## config.mk

```make
export PLATFORM = sky130hd
export DESIGN_NAME = i2c_write_read_sequencer
export DESIGN_NICKNAME = d
export VERILOG_FILES = /design/src/rtl/core/i2cwrs_pkg.sv /design/src/rtl/core/i2c_write_read_sequencer.sv /design/src/rtl/core/i2cwrs_step.sv
export SDC_FILE = /design/constraint.sdc
export NUM_CORES = 1
export LEC_CHECK = 0
export ABC_AREA = 1
export ABC_CLOCK_PERIOD_IN_PS = 4100
export BUFFER_PORTS_ARGS = -buffer_cell sky130_fd_sc_hd__buf_2
export CELL_PAD_IN_SITES_DETAIL_PLACEMENT = 1
export CELL_PAD_IN_SITES_GLOBAL_PLACEMENT = 2
export CORE_MARGIN = 2
export CORE_UTILIZATION = 34
export CTS_CLUSTER_SIZE = 14
export DETAILED_ROUTE_END_ITERATION = 8
export PLACE_DENSITY_LB_ADDON = 0.1
export SLEW_MARGIN = 20
export SYNTH_ARGS = -nofsm -noshare
export SYNTH_HDL_FRONTEND = slang
export SYNTH_HIERARCHICAL = 1
export SYNTH_SLANG_ARGS = --single-unit
```

## constraint.sdc

```tcl
create_clock -name i_clk -period 4.1 [get_ports i_clk]
set_clock_uncertainty 0.2 [all_clocks]
set_input_delay 0.205 -clock i_clk [delete_from_list [all_inputs] [get_ports i_clk]]
set_output_delay 0.205 -clock i_clk [all_outputs]
set_load 0.01 [all_outputs]
```

## src/rtl/core/i2cwrs_pkg.sv

```systemverilog
// shared types and constants for the i2c write-then-read sequencer
// holds the phase and command codes, the item/result/state structs and the length cap
// no dependencies

package i2cwrs_pkg;

    // longest transfer the block accepts, capped to what an eight-bit count holds
    localparam int MAX_LEN = 255;
    localparam logic [7:0] LEN_CAP = (MAX_LEN > 255) ? 8'd255 : 8'(MAX_LEN);

    // read/write bit set in the address byte for the read part
    localparam logic [7:0] RW_READ_BIT = 8'h01;

    // sequencer phase
    typedef enum logic [2:0] {
        PH_IDLE        = 3'd0,
        PH_WRITE_NEXT  = 3'd1,
        PH_WRITE_FINAL = 3'd2,
        PH_READ_ONE    = 3'd3,
        PH_READ_FIRST  = 3'd4,
        PH_READ_NEXT   = 3'd5,
        PH_READ_FINAL  = 3'd6,
        PH_READ_WAIT   = 3'd7
    } t_phase;

    // command issued to the bus controller
    typedef enum logic [3:0] {
        CMD_NONE       = 4'd0,
        CMD_SEND_ONE   = 4'd1,
        CMD_SEND_START = 4'd2,
        CMD_SEND_CONT  = 4'd3,
        CMD_SEND_FIN   = 4'd4,
        CMD_RX_ONE     = 4'd5,
        CMD_RX_START   = 4'd6,
        CMD_RX_CONT    = 4'd7,
        CMD_RX_FIN     = 4'd8
    } t_cmd;

    // item function code
    localparam logic FUNC_START = 1'b0;
    localparam logic FUNC_EVENT = 1'b1;

    // one input beat
    typedef struct packed {
        logic       func;
        logic [6:0] slave_addr;
        logic [7:0] tx_count;
        logic [7:0] rx_count;
        logic [7:0] tx_byte;
        logic [7:0] rx_data;
        logic       bus_error;
        logic       arb_lost;
    } t_item;

    // one result beat
    typedef struct packed {
        t_cmd       command;
        logic [7:0] data_out;
        logic [7:0] addr_out;
        logic       addr_write;
        logic       rx_valid;
        logic [7:0] rx_byte;
        logic       done_res;
        logic       err_bus;
        logic       err_arb;
    } t_result;

    // sequencer state, error bit 0 is bus error, bit 1 lost arbitration
    typedef struct packed {
        t_phase     phase;
        logic [7:0] tx_left;
        logic [7:0] rx_left;
        logic [7:0] addr;
        logic [1:0] err;
    } t_state;

endpackage

```

## src/rtl/core/i2c_write_read_sequencer.sv

```systemverilog
// I2C write-then-read sequencer: one start or completion beat in, one command beat out.
// Each accepted beat lands in an input register. Once the output register is free or
// being emptied, it is evaluated against the sequencer state and its result is written
// to the output register, from which it is offered. Each item takes a single pass through
// the step logic, so one beat per cycle is sustained while the output side takes beats.
// While a result waits, the input register can still take one more beat if it is empty,
// so both sides can stall independently. Depends on i2cwrs_pkg and i2cwrs_step.

module i2c_write_read_sequencer import i2cwrs_pkg::*; (
    input  logic       i_clk,
    input  logic       i_rst_n,
    // input channel
    input  logic       i_in_valid,
    output logic       o_in_ready,
    input  logic       i_func,
    input  logic [6:0] i_slave_addr,
    input  logic [7:0] i_tx_count,
    input  logic [7:0] i_rx_count,
    input  logic [7:0] i_tx_byte,
    input  logic [7:0] i_rx_data,
    input  logic       i_bus_error,
    input  logic       i_arb_lost,
    // output channel
    output logic       o_out_valid,
    input  logic       i_out_ready,
    output logic [3:0] o_command,
    output logic [7:0] o_data_out,
    output logic [7:0] o_addr_out,
    output logic       o_addr_write,
    output logic       o_rx_valid,
    output logic [7:0] o_rx_byte,
    output logic       o_done_res,
    output logic       o_err_bus,
    output logic       o_err_arb
);

    logic    r_in_valid;
    t_item   r_in;
    logic    r_out_valid;
    t_result r_res;
    t_state  r_state;
    t_state  n_state;
    t_result n_res;
    logic    w_move;

    // a held beat moves on when the output register is free or being emptied
    assign w_move     = r_in_valid && (!r_out_valid || i_out_ready);
    assign o_in_ready = !r_in_valid || w_move;

    // step logic
    i2cwrs_step u_step (
        .i_state  (r_state),
        .i_item   (r_in),
        .o_state  (n_state),
        .o_result (n_res)
    );

    // input register
    always_ff @(posedge i_clk) begin
        if (!i_rst_n) begin
            r_in_valid <= 1'b0;
        end else if (o_in_ready) begin
            r_in_valid <= i_in_valid;
        end
    end

    always_ff @(posedge i_clk) begin
        if (i_in_valid && o_in_ready) begin
            r_in <= '{func: i_func, slave_addr: i_slave_addr, tx_count: i_tx_count,
                      rx_count: i_rx_count, tx_byte: i_tx_byte, rx_data: i_rx_data,
                      bus_error: i_bus_error, arb_lost: i_arb_lost};
        end
    end

    // sequencer state
    always_ff @(posedge i_clk) begin
        if (!i_rst_n) begin
            r_state <= '{phase: PH_IDLE, tx_left: 8'd0, rx_left: 8'd0,
                         addr: 8'd0, err: 2'b00};
        end else if (w_move) begin
            r_state <= n_state;
        end
    end

    // output register
    always_ff @(posedge i_clk) begin
        if (!i_rst_n) begin
            r_out_valid <= 1'b0;
        end else if (w_move) begin
            r_out_valid <= 1'b1;
        end else if (i_out_ready) begin
            r_out_valid <= 1'b0;
        end
    end

    always_ff @(posedge i_clk) begin
        if (w_move) begin
            r_res <= n_res;
        end
    end

    assign o_out_valid  = r_out_valid;
    assign o_command    = r_res.command;
    assign o_data_out   = r_res.data_out;
    assign o_addr_out   = r_res.addr_out;
    assign o_addr_write = r_res.addr_write;
    assign o_rx_valid   = r_res.rx_valid;
    assign o_rx_byte    = r_res.rx_byte;
    assign o_done_res   = r_res.done_res;
    assign o_err_bus    = r_res.err_bus;
    assign o_err_arb    = r_res.err_arb;

    // a finished transaction never carries a command
    a_done_no_cmd: assert property (@(posedge i_clk) disable iff (!i_rst_n)
        (r_out_valid && r_res.done_res) |-> (r_res.command == CMD_NONE))
        else $error("done beat carries a command");

    // the address is written only with commands that open a bus phase
    a_addr_with_open: assert property (@(posedge i_clk) disable iff (!i_rst_n)
        (r_out_valid && r_res.addr_write) |->
            (r_res.command == CMD_SEND_ONE || r_res.command == CMD_SEND_START ||
             r_res.command == CMD_RX_ONE   || r_res.command == CMD_RX_START))
        else $error("address write without an opening command");

    // received bytes only come back on receive steps or at the end
    a_rx_on_read: assert property (@(posedge i_clk) disable iff (!i_rst_n)
        (r_out_valid && r_res.rx_valid) |->
            (r_res.command == CMD_RX_CONT || r_res.command == CMD_RX_FIN ||
             r_res.done_res))
        else $error("received byte outside the read phase");

    // a recorded error always leaves the sequencer idle
    a_err_idle: assert property (@(posedge i_clk) disable iff (!i_rst_n)
        (r_state.err != 2'b00) |-> (r_state.phase == PH_IDLE))
        else $error("error set while sequence still running");

    // a beat that moves on always leaves a result behind
    a_move_fills: assert property (@(posedge i_clk) disable iff (!i_rst_n)
        w_move |=> r_out_valid)
        else $error("moved beat lost its result");

endmodule

```

## src/rtl/core/i2cwrs_step.sv

```systemverilog
// next-state and result logic of the i2c write-then-read sequencer
// pure combinational: one item against the current state
// depends on i2cwrs_pkg

module i2cwrs_step import i2cwrs_pkg::*; (
    input  t_state  i_state,
    input  t_item   i_item,
    output t_state  o_state,
    output t_result o_result
);

    // phase once the last write byte has gone out
    function automatic t_phase after_write(input logic [7:0] rx_left);
        t_phase ph;
        if (rx_left == 8'd0) begin
            ph = PH_IDLE;
        end else if (rx_left == 8'd1) begin
            ph = PH_READ_ONE;
        end else begin
            ph = PH_READ_FIRST;
        end
        return ph;
    endfunction

    // clamp a length to the cap
    function automatic logic [7:0] clamp_len(input logic [7:0] v);
        return (v > LEN_CAP) ? LEN_CAP : v;
    endfunction

    // decrement that stops at zero
    function automatic logic [7:0] dec_sat(input logic [7:0] v);
        return (v != 8'd0) ? v - 8'd1 : v;
    endfunction

    logic [7:0] w_tc;
    logic [7:0] w_read_addr;

    assign w_read_addr = i_state.addr | RW_READ_BIT;

    // one step of the sequence
    always_comb begin
        o_state  = i_state;
        o_result = '0;
        o_result.command = CMD_NONE;
        w_tc = clamp_len(i_item.tx_count);
        if (w_tc == 8'd0) begin
            w_tc = 8'd1;
        end

        if (i_item.func == FUNC_START) begin
            // open a new transaction, dropping any running one
            o_state.rx_left      = clamp_len(i_item.rx_count);
            o_state.err          = 2'b00;
            o_state.addr         = {i_item.slave_addr, 1'b0};
            o_result.addr_write  = 1'b1;
            o_result.addr_out    = {i_item.slave_addr, 1'b0};
            o_result.data_out    = i_item.tx_byte;
            if (w_tc == 8'd1) begin
                o_state.phase    = after_write(o_state.rx_left);
                o_result.command = CMD_SEND_ONE;
            end else begin
                o_state.phase    = (w_tc == 8'd2) ? PH_WRITE_FINAL : PH_WRITE_NEXT;
                o_result.command = CMD_SEND_START;
            end
            o_state.tx_left = w_tc - 8'd1;
        end else begin
            // completion event: fold in errors, then advance
            o_state.err = i_state.err | {i_item.arb_lost, i_item.bus_error};
            if (o_state.err != 2'b00) begin
                o_state.phase     = PH_IDLE;
                o_result.done_res = 1'b1;
            end else begin
                unique case (i_state.phase)
                    PH_WRITE_NEXT: begin
                        if (i_state.tx_left <= 8'd2) begin
                            o_state.phase = PH_WRITE_FINAL;
                        end
                        o_result.data_out = i_item.tx_byte;
                        o_result.command  = CMD_SEND_CONT;
                        o_state.tx_left   = dec_sat(i_state.tx_left);
                    end
                    PH_WRITE_FINAL: begin
                        o_state.phase     = after_write(i_state.rx_left);
                        o_result.data_out = i_item.tx_byte;
                        o_result.command  = CMD_SEND_FIN;
                        o_state.tx_left   = dec_sat(i_state.tx_left);
                    end
                    PH_READ_ONE: begin
                        o_state.phase       = PH_READ_WAIT;
                        o_state.addr        = w_read_addr;
                        o_result.addr_write = 1'b1;
                        o_result.addr_out   = w_read_addr;
                        o_state.rx_left     = dec_sat(i_state.rx_left);
                        o_result.command    = CMD_RX_ONE;
                    end
                    PH_READ_FIRST: begin
                        o_state.phase = (i_state.rx_left <= 8'd2) ? PH_READ_FINAL
                                                                  : PH_READ_NEXT;
                        o_state.addr        = w_read_addr;
                        o_result.addr_write = 1'b1;
                        o_result.addr_out   = w_read_addr;
                        o_state.rx_left     = dec_sat(i_state.rx_left);
                        o_result.command    = CMD_RX_START;
                    end
                    PH_READ_NEXT: begin
                        if (i_state.rx_left <= 8'd2) begin
                            o_state.phase = PH_READ_FINAL;
                        end
                        o_result.rx_valid = 1'b1;
                        o_result.rx_byte  = i_item.rx_data;
                        o_state.rx_left   = dec_sat(i_state.rx_left);
                        o_result.command  = CMD_RX_CONT;
                    end
                    PH_READ_FINAL: begin
                        o_state.phase     = PH_READ_WAIT;
                        o_result.rx_valid = 1'b1;
                        o_result.rx_byte  = i_item.rx_data;
                        o_state.rx_left   = dec_sat(i_state.rx_left);
                        o_result.command  = CMD_RX_FIN;
                    end
                    PH_READ_WAIT: begin
                        o_state.phase     = PH_IDLE;
                        o_result.rx_valid = 1'b1;
                        o_result.rx_byte  = i_item.rx_data;
                        o_result.done_res = 1'b1;
                    end
                    PH_IDLE: begin
                        o_state.phase     = PH_IDLE;
                        o_result.done_res = 1'b1;
                    end
                endcase
            end
        end

        // sticky flags go out with every result
        o_result.err_bus = o_state.err[0];
        o_result.err_arb = o_state.err[1];
    end

endmodule

```

After elaboration in Yosys (flattened, before gate mapping)
Cells that the tools add are included.
{"block": "word_totals", "regBits": 105, "word_cells": 111}
{"block": "classes", "add_sub_neg": 3, "n_lt_le_gt_ge": 4, "n_eq_ne": 18, "n_mux": 32, "n_bitwise": 3, "reduce_logical": 26}
{"cell": "$mux W8", "n": 8}
{"cell": "$mux W30", "n": 1}
{"cell": "$mux W29", "n": 1}
{"cell": "$eq A8 B1 Y1 const B", "n": 3}
{"cell": "$logic_not A8 Y1", "n": 3}
{"cell": "$mux W24", "n": 1}
{"cell": "$mux W3", "n": 8}
{"cell": "$pmux W4 S6", "n": 1}
{"cell": "$sub A8 B1 Y8 const B", "n": 3}
{"cell": "$mux W21", "n": 1}
{"cell": "$mux W9", "n": 2}
{"cell": "$pmux W3 S6", "n": 1}
{"cell": "$gt A8 B8 Y1 const B", "n": 2}
{"cell": "$le A8 B2 Y1 const B", "n": 2}
{"cell": "$reduce_bool A8 Y1", "n": 2}
{"cell": "$eq A3 B3 Y1 const B", "n": 4}
{"cell": "$reduce_or A2 Y1", "n": 5}
{"cell": "$eq A8 B2 Y1 const B", "n": 1}
{"cell": "$ne A4 B2 Y1 const B", "n": 2}
{"cell": "$reduce_and A4 Y1", "n": 2}
{"cell": "$eq A3 B2 Y1 const B", "n": 2}
{"cell": "$mux W2", "n": 3}
{"cell": "$ne A2 B2 Y1 const B", "n": 3}
{"cell": "$reduce_or A3 Y1", "n": 2}
{"cell": "13 further kinds", "n": 23}

Logic depth before layout (Yosys ltp)
{"block": "depth", "depth_word": 8, "ltp_mapped": 17}

By module
The synthesis kept the hierarchy.
{"module": "i2c_write_read_sequencer", "n_inst": 1, "cells_each": 278, "area_each_um2": 3629.7, "seq_area_each_um2": 2872.8}
{"module": "i2cwrs_step", "n_inst": 1, "cells_each": 336, "area_each_um2": 1600.3, "seq_area_each_um2": 0.0}

Worst setup path before layout
Ideal clock, no wire load.
{"block": "synth_path", "kind": "register to register", "start": "register r_in_valid", "end": "register r_res, in the netlist o_addr_out[0], enable pin", "setup_time_ps": 434, "arrival_time_ps": 2283, "path_slack_ps": 1183, "stages_incl_launch_ff": 5, "period_less_slack_ps": 2917, "cell_sequence": "dfxtp_1 -> buf_2 -> buf_2 -> inv_1 -> a21oi_1"}
{"block": "synth_via", "elab_chain_cells": 1}
{"element": "start, declared", "line": "i2c_write_read_sequencer.sv:37", "text": "logic r_in_valid;"}
{"element": "start signal, assigned", "line": "i2c_write_read_sequencer.sv:63", "text": "r_in_valid <= i_in_valid;"}
{"element": "$logic_and A1 B1 Y1", "line": "i2c_write_read_sequencer.sv:47", "text": "assign w_move = r_in_valid && (!r_out_valid || i_out_ready);"}
{"element": "via w_move", "line": "i2c_write_read_sequencer.sv:44", "text": "logic w_move;"}
{"element": "end signal, assigned", "line": "i2c_write_read_sequencer.sv:98", "text": "r_res <= n_res;"}
{"element": "end, declared", "line": "i2c_write_read_sequencer.sv:40", "text": "t_result r_res;"}
The timed path passes the listed nets, and every way through them passes these cells.
A chain may end at the register's enable or synchronous reset.

==> impl_metrics.toml <==
[clocking]
cts_num_sinks = 105
worst_setup_hold_path_clk_slew_ns = 0.08
clk-insertion-delay-late_ns = 0.36
h-tree-depth = 3
clockRootBuffer = "clkbuf_16"
numCtsBuffers = 9
cts-root-to-sink-buffers = 2
tritoncts = "built"
postCtsResizedCells = 0
postCtsSetupRepairBufs = 0

[power]
seq_power_share = 0.496
p_leak_uw = 0.002918
peakVddDrop_mv = 0.2294
p_comb_frac = 0.136
power_switching_share = 0.2723
share_clk_of_total_power = 0.368
p_int_uw = 1820
p_per_area_nw_per_um2 = 386.4
net-switching-power_uw = 681.1

[sta]
max_slew_margin = 0.4547
grt_setup_unrepaired = "no"
finalSetupViolations = 0
post-route-min-period_ns = 2.577
final_max_slew_viol_count = 0
timing.fmax_ghz = 0.3880
worst-slew-pin-transition_ns = 0.8162
setup_tns_ns = 0
final.hold.worst_slack_ns = 0.04403
period_share = 0.6286
number_of_hold_violations_in_the_final_report = 0

[critical_path]
worst_ep_arrival_time_ns = 2.67
cp-endpoint = "r_state[15]"
length_in_cells_of_the_worst_reg_to_reg_path = 9
startpoint = "r_in[41]"
critPathKind = "reg2reg"
start_kind = "flop"
worstPathRequired_ns = 4.19
r2r_start = "r_in[41]"
cp-end-kind = "flop"
path_max_fanout = 20
worstReg2RegEnd = "r_state[15]"
setup.reg_to_reg.worst_slack_ns = 1.52

[die]
fp.coreArea_um2 = 15030
initial_core_util = 0.3446
num_io_pins = 81
area_of_the_die_um2 = 16240
die_width_um = 127.4
dieHeight_um = 127.4
floorplan.rows = 45

[outcome]
outcome = "complete, no violations"

[drt]
wl_per_cell_um = 15.22
final_antenna_net_count = 0
drt_wl_total_mm = 13.91
remaining_drc_errors = 0
route.vias.total = 4332
first_pass_iters = 6
drt-vias-per-instance = 4.740
detail_route.iter0.violations = 173

[placement]
placed_cells = 854
dp_hpwl_mm = 9.216
gp_congestion = 0.8250
numPortBuffers = 80

[grt]
number_of_global_route_vias_before_repair = 4567
grtUsageTotal = 0.1803
grt_max_degree = 58
number_of_antenna_violations_at_the_first_check_in_global_routing = 0
gr-total-overflow = 0
global_route_wire_length_before_repair_mm = 22.94

[layout]
layout.nets = 776
syn_to_final_growth_pct = 24.98
diodes = 0
layout_cell_share_with_drive_strength_beyond_1 = 0.1708
layout.cells.non_filler = 914

[run]
cap_violations = 0

[yosys]
synth.cell_area_um2 = 5180
syn-mean-instance-area_um2 = 8.548
syn_nets = 661
synth.yosys.warnings = 6
synthCells = 606

[hold_path]
hold_crit_class = "in2reg"
sequential cells by signal, summed over array words and instances (netlist names):
register,count
o_rx_byte,8
o_command,4
o_out_valid,1
r_in_valid,1
o_rx_valid,1
o_err_arb,1
o_addr_out,8
o_data_out,8
o_addr_write,1
o_done_res,1
r_in,42
o_err_bus,1
r_state,28
power groups by stage:
| stage | logic, uW | clock network [uW] | registers, uW |
|---|---|---|---|
| 3_5_place_dp | 310 | 0 | 1270 |
| 6_report | 341 | 920 | 1240 |
| 4_1_cts | 343 | 957 | 1240 |
| 2_1_floorplan | 212 | 0 | 1260 |
| 3_3_place_gp | 301 | 0 | 1260 |
| 5_1_grt | 392 | 980 | 1250 |
critical path, stage by stage (launching register included):
cell      delay, ns
edfxtp_1       0.73
inv_1          0.53
buf_4          0.36
a21oi_4        0.21
nand2_1        0.08
o21ai_1        0.12
inv_1          0.05
nand3_1        0.07
nand2_1        0.06
nor2_1         0.10
layout by cell type, fill, tap and decap left out, types with 3 or more instances in the layout:
cell type	instances
a21oi_1	43
buf_2	80
buf_4	3
clkbuf_16	9
dfxtp_1	29
dlygate4sd3_1	43
edfxtp_1	75
ha_1	9
inv_1	86
inv_2	3
inv_6	4
nand2_1	136
nand2_2	5
nand3_1	57
nand4_1	9
nor2_1	82
nor2_2	3
nor2_4	4
nor3_1	6
o21ai_0	8
o21ai_1	3
o21bai_1	3
final cells by class:
| type | instances | area [um2] |
|---|---|---|
| fill | 1786 | 8559 |
| clock buffer | 10 | 229.0 |
| tap | 188 | 235.2 |
| timing repair buffer | 127 | 868.3 |
| multi-input combinational | 389 | 1877 |
| sequential | 105 | 2854 |
| inverter | 89 | 334.1 |
| clock inverter | 6 | 76.32 |
stage by stage:
step	util	cell area, um2	worst slack (ns)	total power, uW
6_report	0.4306	6474	1.523	2502
5_1_grt	0.4306	6474	1.212	2622
4_1_cts	0.4293	6454	1.417	2542
3_5_place_dp	0.3804	5718	1.446	1575
3_3_place_gp	0.3804	5718	1.513	1564
2_1_floorplan	-	5180	1.183	1472
per-layer routing:
metal	vias up	wire, um	track usage
li1	2186	-	-
met1	2047	6356	0.2345
met2	86	6748	0.3070
met3	13	631	0.03392
met4	0	176	0.05236
met5	-	0	0
worst min-delay path by stage:
stage	startpoint	endpoint	slack, ns	depth (start not counted)
after floorplan	i_arb_lost	r_in[0]	0.10	0
after global placement	i_tx_count[0]	r_in[26]	0.18	1
after detailed placement	i_tx_count[5]	r_in[31]	0.18	1
after CTS	i_out_ready	r_in_valid	0.007	4
after global routing	i_out_ready	r_in_valid	0.08	4
final	i_out_ready	r_in_valid	0.04	4
what timing repair did:
item,CTS,global route
endpoints found under the hold margin,43,0
hold buffers,43,0
setup endpoints to repair,0,0
Note: power is estimated with default switching activity, not from simulation.
